## config.mk

```make
export PLATFORM = sky130hd
export DESIGN_NAME = lcho_ram
export DESIGN_NICKNAME = d
export VERILOG_FILES = /design/src/design/lcho_ram.sv
export SDC_FILE = /design/constraint.sdc
export NUM_CORES = 1
export LEC_CHECK = 0
export BUFFER_PORTS_ARGS = -buffer_cell sky130_fd_sc_hd__buf_2
export CORE_UTILIZATION = 44
export DETAILED_ROUTE_END_ITERATION = 10
export SLEW_MARGIN = 20
export SYNTH_ARGS = -nofsm -noshare
export SYNTH_HDL_FRONTEND = slang
export SYNTH_SLANG_ARGS = --single-unit
export TNS_END_PERCENT = 100
```

## constraint.sdc

```tcl
create_clock -name clk_i -period 2.6 [get_ports clk_i]
set_clock_uncertainty 0.2 [all_clocks]
set_input_delay 0.52 -clock clk_i [delete_from_list [all_inputs] [get_ports clk_i]]
set_output_delay 0.52 -clock clk_i [all_outputs]
set_load 0.01 [all_outputs]
```

## src/design/lcho_ram.sv

```systemverilog
module lcho_ram #(
  parameter int unsigned WIDTH = 8,
  parameter int unsigned DEPTH = 16
) (
  input  logic                             clk_i,
  input  logic                             we_i,
  input  logic [$clog2(DEPTH > 1 ? DEPTH : 2)-1:0] waddr_i,
  input  logic [WIDTH-1:0]                 wdata_i,
  input  logic                             re_i,
  input  logic [$clog2(DEPTH > 1 ? DEPTH : 2)-1:0] raddr_i,
  output logic [WIDTH-1:0]                 rdata_o
);
  logic [WIDTH-1:0] mem [DEPTH];

  always_ff @(posedge clk_i) begin
    if (we_i) begin
      mem[waddr_i] <= wdata_i;
    end
    if (re_i) begin
      rdata_o <= mem[raddr_i];
    end
  end
endmodule

```

==> results of run 1 <==
-- registers in the layout, indices dropped and copies added (netlist names) --
signal	cells
rdata_o	8
mem	128
-- cells in the final DEF (no fill, tap or decap), types with 2 or more instances in the layout --
cell | netlist | layout
nor2_1 | 13 | 13
clkinv_1 | 0 | 2
mux4_2 | 18 | 18
edfxtp_1 | 136 | 136
nand2_1 | 9 | 9
buf_2 | 3 | 26
clkinv_4 | 0 | 2
a22oi_1 | 16 | 16
nand2b_1 | 2 | 2
mux4_1 | 14 | 14
nor3_1 | 4 | 4
buf_4 | 1 | 18
clkbuf_1 | 0 | 2
bufinv_16 | 0 | 3
buf_12 | 0 | 2
nand3b_1 | 2 | 2
clkbuf_16 | 0 | 17
clkinvlp_4 | 0 | 4
clkinv_2 | 0 | 2
-- per-stage QoR --
step	setup WS, ps	area (um^2)	hold WS, ps	utilization, %
final	763.9	6213	294.3	53.95
after global routing	689.1	6213	294.5	53.95
after CTS	721.3	6213	287.9	53.95
after detailed placement	290.0	5625	531.0	48.85
after global placement	313.7	5625	522.7	48.85
after floorplan	387.1	5228	418.9	-
-- report_power, final --
group          switching, W  internal, W
Combinational      0.000127    0.0000975
Sequential        0.0000134      0.00247
Clock              0.000845      0.00150
Total              0.000985      0.00407
-- area by class of cell --
class / instances / area [um^2] / share of cell area [%]
Timing Repair Buffer: 46 / 305.3 / 4.913
Tap cell: 143 / 178.9 / 2.880
Clock buffer: 19 / 432.9 / 6.967
Multi-Input combinational cell: 83 / 1057 / 17.02
Sequential cell: 136 / 4084 / 65.73
Clock inverter: 13 / 155.1 / 2.497
-- logic make-up after synthesis --
family / after synthesis
compound gates: 16
buf+inv: 10
flops: 136
mux: 32
simple gates: 35
-- worst max-delay path, cell delays in order --
cell	delay, ps
buf_2	110
buf_12	200
mux4_1	570
a22oi_1	270
nand2_1	90
-- worst paths after layout --
| check | from | endpoint | slack [ps] | cells past startpoint |
|---|---|---|---|---|
| max | raddr_i[0] | rdata_o[4]$_DFFE_PP_ | 760 | 5 |
| min | wdata_i[6] | mem[5][6]$_DFFE_PP_ | 290 | 1 |
| max reg2reg | mem[9][2]$_DFFE_PP_ | rdata_o[2]$_DFFE_PP_ | 920 | 3 |
| min reg2reg | mem[4][2]$_DFFE_PP_ | rdata_o[2]$_DFFE_PP_ | 540 | 3 |
-- metal layers --
metal	up-vias	global-route usage [%]	share of wire [%]
li1	1088	-	-
met3	11	5.194	4.2
met5	-	0	0
met1	1230	23.01	44
met4	0	6.393	1.6
met2	58	26.67	50
==> results.yml, run 1 <==
clock_tree:
  cts_tree: "done"
  clock_latency_ps: 410
  clk_pin_slew_ps: 60
  postCtsSetupRepairBufs: 0
  post_cts_resized: 0
  cts_root_buf: "clkbuf_16"
  h-tree-depth: 4
  ctsHoldBuffers: 0
  cts_made_buffers: 17
  cts.sinks: 136
  cts_max_path_buffers: 2
synthesis:
  postSynthCellCount: 229
  yosysTopAreaCellShare_pct: 78.12
  async_flop_share_pct: 0
  synth_edf_count: 136
  syn_area_um2: 5228
  synth_area_per_cell_um2: 22.83
  yosys.cell_count.top_type: "edfxtp_1"
  synth_top_family_by_area: "multiplexers"
  ys_ff_latch: 136
  synthFlopType: "edfxtp_1"
  syn-num-nets: 248
  synthAdderAreaFrac_pct: 0
  synth_mux_area_share_pct: 14.79
  synthSimpleGateAreaFrac_pct: 3.135
  yosysSeqAreaShare_pct: 78.12
  post_synth_num_cell_types: 18
  synth_common_cells: "136 x edfxtp_1, 18 x mux4_2, 16 x a22oi_1, 14 x mux4_1, 13 x nor2_1"
  synth_xor_area_share_pct: 0
  synth_area_leaders: "edfxtp_1 78%, mux4_2 7.8%, mux4_1 7.0%"
  synth_compound_area_share_pct: 2.298
  yosysWarnings: 0
  post-synth-top-area-cell: "edfxtp_1"
routing:
  firstDrtPassIters: 7
  first_iter_violations: 195
  post_drt_wl_per_cell_um: 21.51
  vias: 2387
  drtAntennaViolNets: 0
  viasPerCell: 5.425
  finalWirelength_um: 9464
  drc: 6
flow_run:
  max_cap_violations: 0
run_status:
  status: "complete, but fails checks"
  failed_checks: "design-rule violations"
timing:
  min_period_over_period_pct: 70.62
  timing_hold_violations_final: 0
  worst_pin_slew_ps: 696.2
  finalCriticalPeriod_ps: 1836
  max_freq_mhz: 544.6
  drv_slew: 0
  slew_headroom_pct: 53.49
  tns_ps: 0
  setup_viol: 0
  rsz0062_at_grt: "no"
finish:
  syn2layout_area_growth_pct: 18.86
  n_antenna_cell: 0
  drive_above_1_share_pct: 31.31
  fin_cells: 440
  num-nets-final: 303
  fillers: 858
die:
  rows: 39
  die_y_um: 111
  dieArea_um2: 12320
  core_um2: 11520
  die_x_um: 111
  start_util_pct: 45.39
  ios: 27
place:
  place_inst: 408
  gp_congestion: 0.6897
  numPortBuffers: 26
  hpwl_um: 6003
global_routing:
  antenna_found_initial: 0
  grt_use_total_pct: 17.17
  grt_pass1_vias: 2486
  grt_pass1_wl_um: 14670
  grt_max_degree: 33
  global_route.overflow_total: 0
critical_path:
  worstPathRequired_ps: 2550
  crit_path_start_kind: "primary input"
  path_class: "primary input to flip-flop"
  crit_arrival_ps: 1790
  crit_path_end_kind: "flip-flop"
  crit_path_max_fanout: 23
pwr:
  ir_drop_mv: 0.4169
  p_per_area_nw_per_um2: 812.9
  p_leak_nw: 2.098
  p_total_w: 0.005051
hold_path:
  hp-class: "primary input to flip-flop"
No activity file was read; power rests on OpenSTA's default activity.
==> run 2, diff against run 1 <==
- clock period: 2.6 -> 1.55 ns (I/O delays scaled with it)
==> run 2 against run 1 <==
  * The flow finishes with violations (design-rule violations, negative setup slack)
  * Hold slack got worse by 220 ps
  * Global-route usage increased by 1.5 points
  * First-iteration DRC count increased by 6.7%
  * Sequential share of layout area decreased by 2.3 points
  * Critical path type is now flip-flop to flip-flop
==> results.yml, run 2 (same netlist as run 1, synthesis figures left out) <==
run_status:
  status: "complete, but fails checks"
  failed_checks: "design-rule violations, negative setup slack"
timing:
  setup_viol: 8
  finalCriticalPeriod_ps: 1610
  slew_headroom_pct: 43.20
  final.setup.worst_slack_ps: -59.74
  worst_pin_slew_ps: 850.3
  min_period_over_period_pct: 103.9
  rsz0062_at_grt: "yes"
  max_freq_mhz: 621.2
  tns_ps: -293.8
  drv_slew: 0
  timing_hold_violations_final: 0
die:
  start_util_pct: 45.39
  core_um2: 11520
  rows: 39
  die_y_um: 111
  ios: 27
  die_x_um: 111
  dieArea_um2: 12320
global_routing:
  antenna_found_initial: 0
  grt_max_degree: 18
  grt_pass1_wl_um: 15810
  grt_pass1_vias: 2574
  grt_use_total_pct: 18.65
  global_route.overflow_total: 0
pwr:
  p_sw_share_pct: 19.30
  p_int_w: 0.006998
  switchingPower_w: 0.001673
  pwr-share-clk_pct: 46.5
  comb_power_share_pct: 5.4
  ir_drop_mv: 0.8384
  p_seq_share_pct: 48.1
  p_per_area_nw_per_um2: 1347
  p_leak_nw: 2.161
routing:
  wl_met1_um: 4661
  highest_layer: "met4"
  vias: 2466
  routed-wl-met2_um: 5011
  drc: 6
  post_drt_wl_per_cell_um: 22.87
  first_iter_violations: 208
  dr_wl_met3_um: 484
  viasPerCell: 5.444
  firstDrtPassIters: 7
  drtAntennaViolNets: 0
  finalWirelength_um: 10360
flow_run:
  max_cap_violations: 0
clock_tree:
  cts_max_path_buffers: 2
  cts_root_buf: "clkbuf_16"
  ctsHoldBuffers: 0
  clk_pin_slew_ps: 60
  h-tree-depth: 4
  cts.sinks: 136
  clock_latency_ps: 410
  cts_tree: "done"
  cts_made_buffers: 17
place:
  gp_congestion: 0.6993
  hpwl_um: 6610
  numPortBuffers: 26
critical_path:
  r2r_slack_ps: -60
  crit_arrival_ps: 1570
  path_class: "flip-flop to flip-flop"
  ff2ff_path_depth: 3
  crit_path_end_kind: "flip-flop"
  crit_path_start_kind: "flip-flop"
  worstPathRequired_ps: 1510
  crit_path_max_fanout: 1
  r2r-start: "mem[4][1]$_DFFE_PP_"
  timing.rr.end: "rdata_o[1]$_DFFE_PP_"
  crit_end: "rdata_o[1]$_DFFE_PP_"
  cp-startpoint: "mem[4][1]$_DFFE_PP_"
finish:
  drive_above_1_share_pct: 43.87
  top_regs: "mem (128), rdata_o (8)"
  layout_common_cells: "136 x edfxtp_1, 32 x mux4_2, 27 x buf_4"
  layout_commonest_cell: "edfxtp_1"
  top_register: "mem"
  syn2layout_area_growth_pct: 23.10
  n_antenna_cell: 0
  num-nets-final: 318
  final_core_util_pct: 55.88
  largest_register_ffs: 128
hold_path:
  hp-class: "primary input to flip-flop"
==> run 2: worst min path at each step <==
stage                          start                   end  slack (ps)  cells after the start
after floorplan           wdata_i[0]   mem[0][0]$_DFFE_PP_         210                      0
after global placement          re_i  rdata_o[3]$_DFFE_PP_         500                      1
after detailed placement        re_i  rdata_o[3]$_DFFE_PP_         500                      1
after CTS                       re_i  rdata_o[7]$_DFFE_PP_          60                      1
after global routing            re_i  rdata_o[3]$_DFFE_PP_          70                      1
final                           re_i  rdata_o[7]$_DFFE_PP_          70                      1
==> run 2: final cells by class <==
type	instances	area (um^2)
Timing Repair Buffer	61	493.0
Sequential cell	136	4084
Clock buffer	18	429.2
Multi-Input combinational cell	83	1091
Tap cell	143	178.9
Clock inverter	12	158.9
Fill cell	847	5081
==> run 2: metrics by stage <==
step	total power (W)	hold slack (ps)	area (um^2)	worst slack, ps	std cells
floorplan	0.004477	208.9	5249	-160.4	229
global placement	0.004686	499.3	5788	-576.0	423
detailed placement	0.004695	496.9	5788	-599.8	423
CTS	0.008734	64.05	6425	-77.13	453
global route	0.008936	66.12	6435	-93.01	453
finish	0.008671	72.64	6435	-59.74	453
==> run 2: critical path: stages (launching register included) <==
cell and delay (ps):
edfxtp_1 380, mux4_2 510, a22oi_2 190, nand2_1 70
==> run 2: power groups by stage <==
| stage | combinational [W] | clock, W | sequential (W) |
|---|---|---|---|
| floorplan | 0.000232 | 0 | 0.00425 |
| global placement | 0.000446 | 0 | 0.00424 |
| detailed placement | 0.000452 | 0 | 0.00424 |
| CTS | 0.000473 | 0.00409 | 0.00417 |
| global route | 0.000501 | 0.00426 | 0.00417 |
| finish | 0.000467 | 0.00404 | 0.00417 |
==> run 2: metal layers <==
metal	up-vias	global-route usage [%]
met4	0	8.037
met2	74	28.76
met3	13	4.866
met5	-	0
li1	1106	-
met1	1273	25.29
==> run 2: timing repair <==
action / in CTS / in global routing
cloned: 0 / 0
buffers inserted: 1 / 0
endpoints found under the hold margin: 0 / 0
pin swaps: 5 / 2
resized for setup: 9 / 2
setup endpoints to repair: 8 / 8
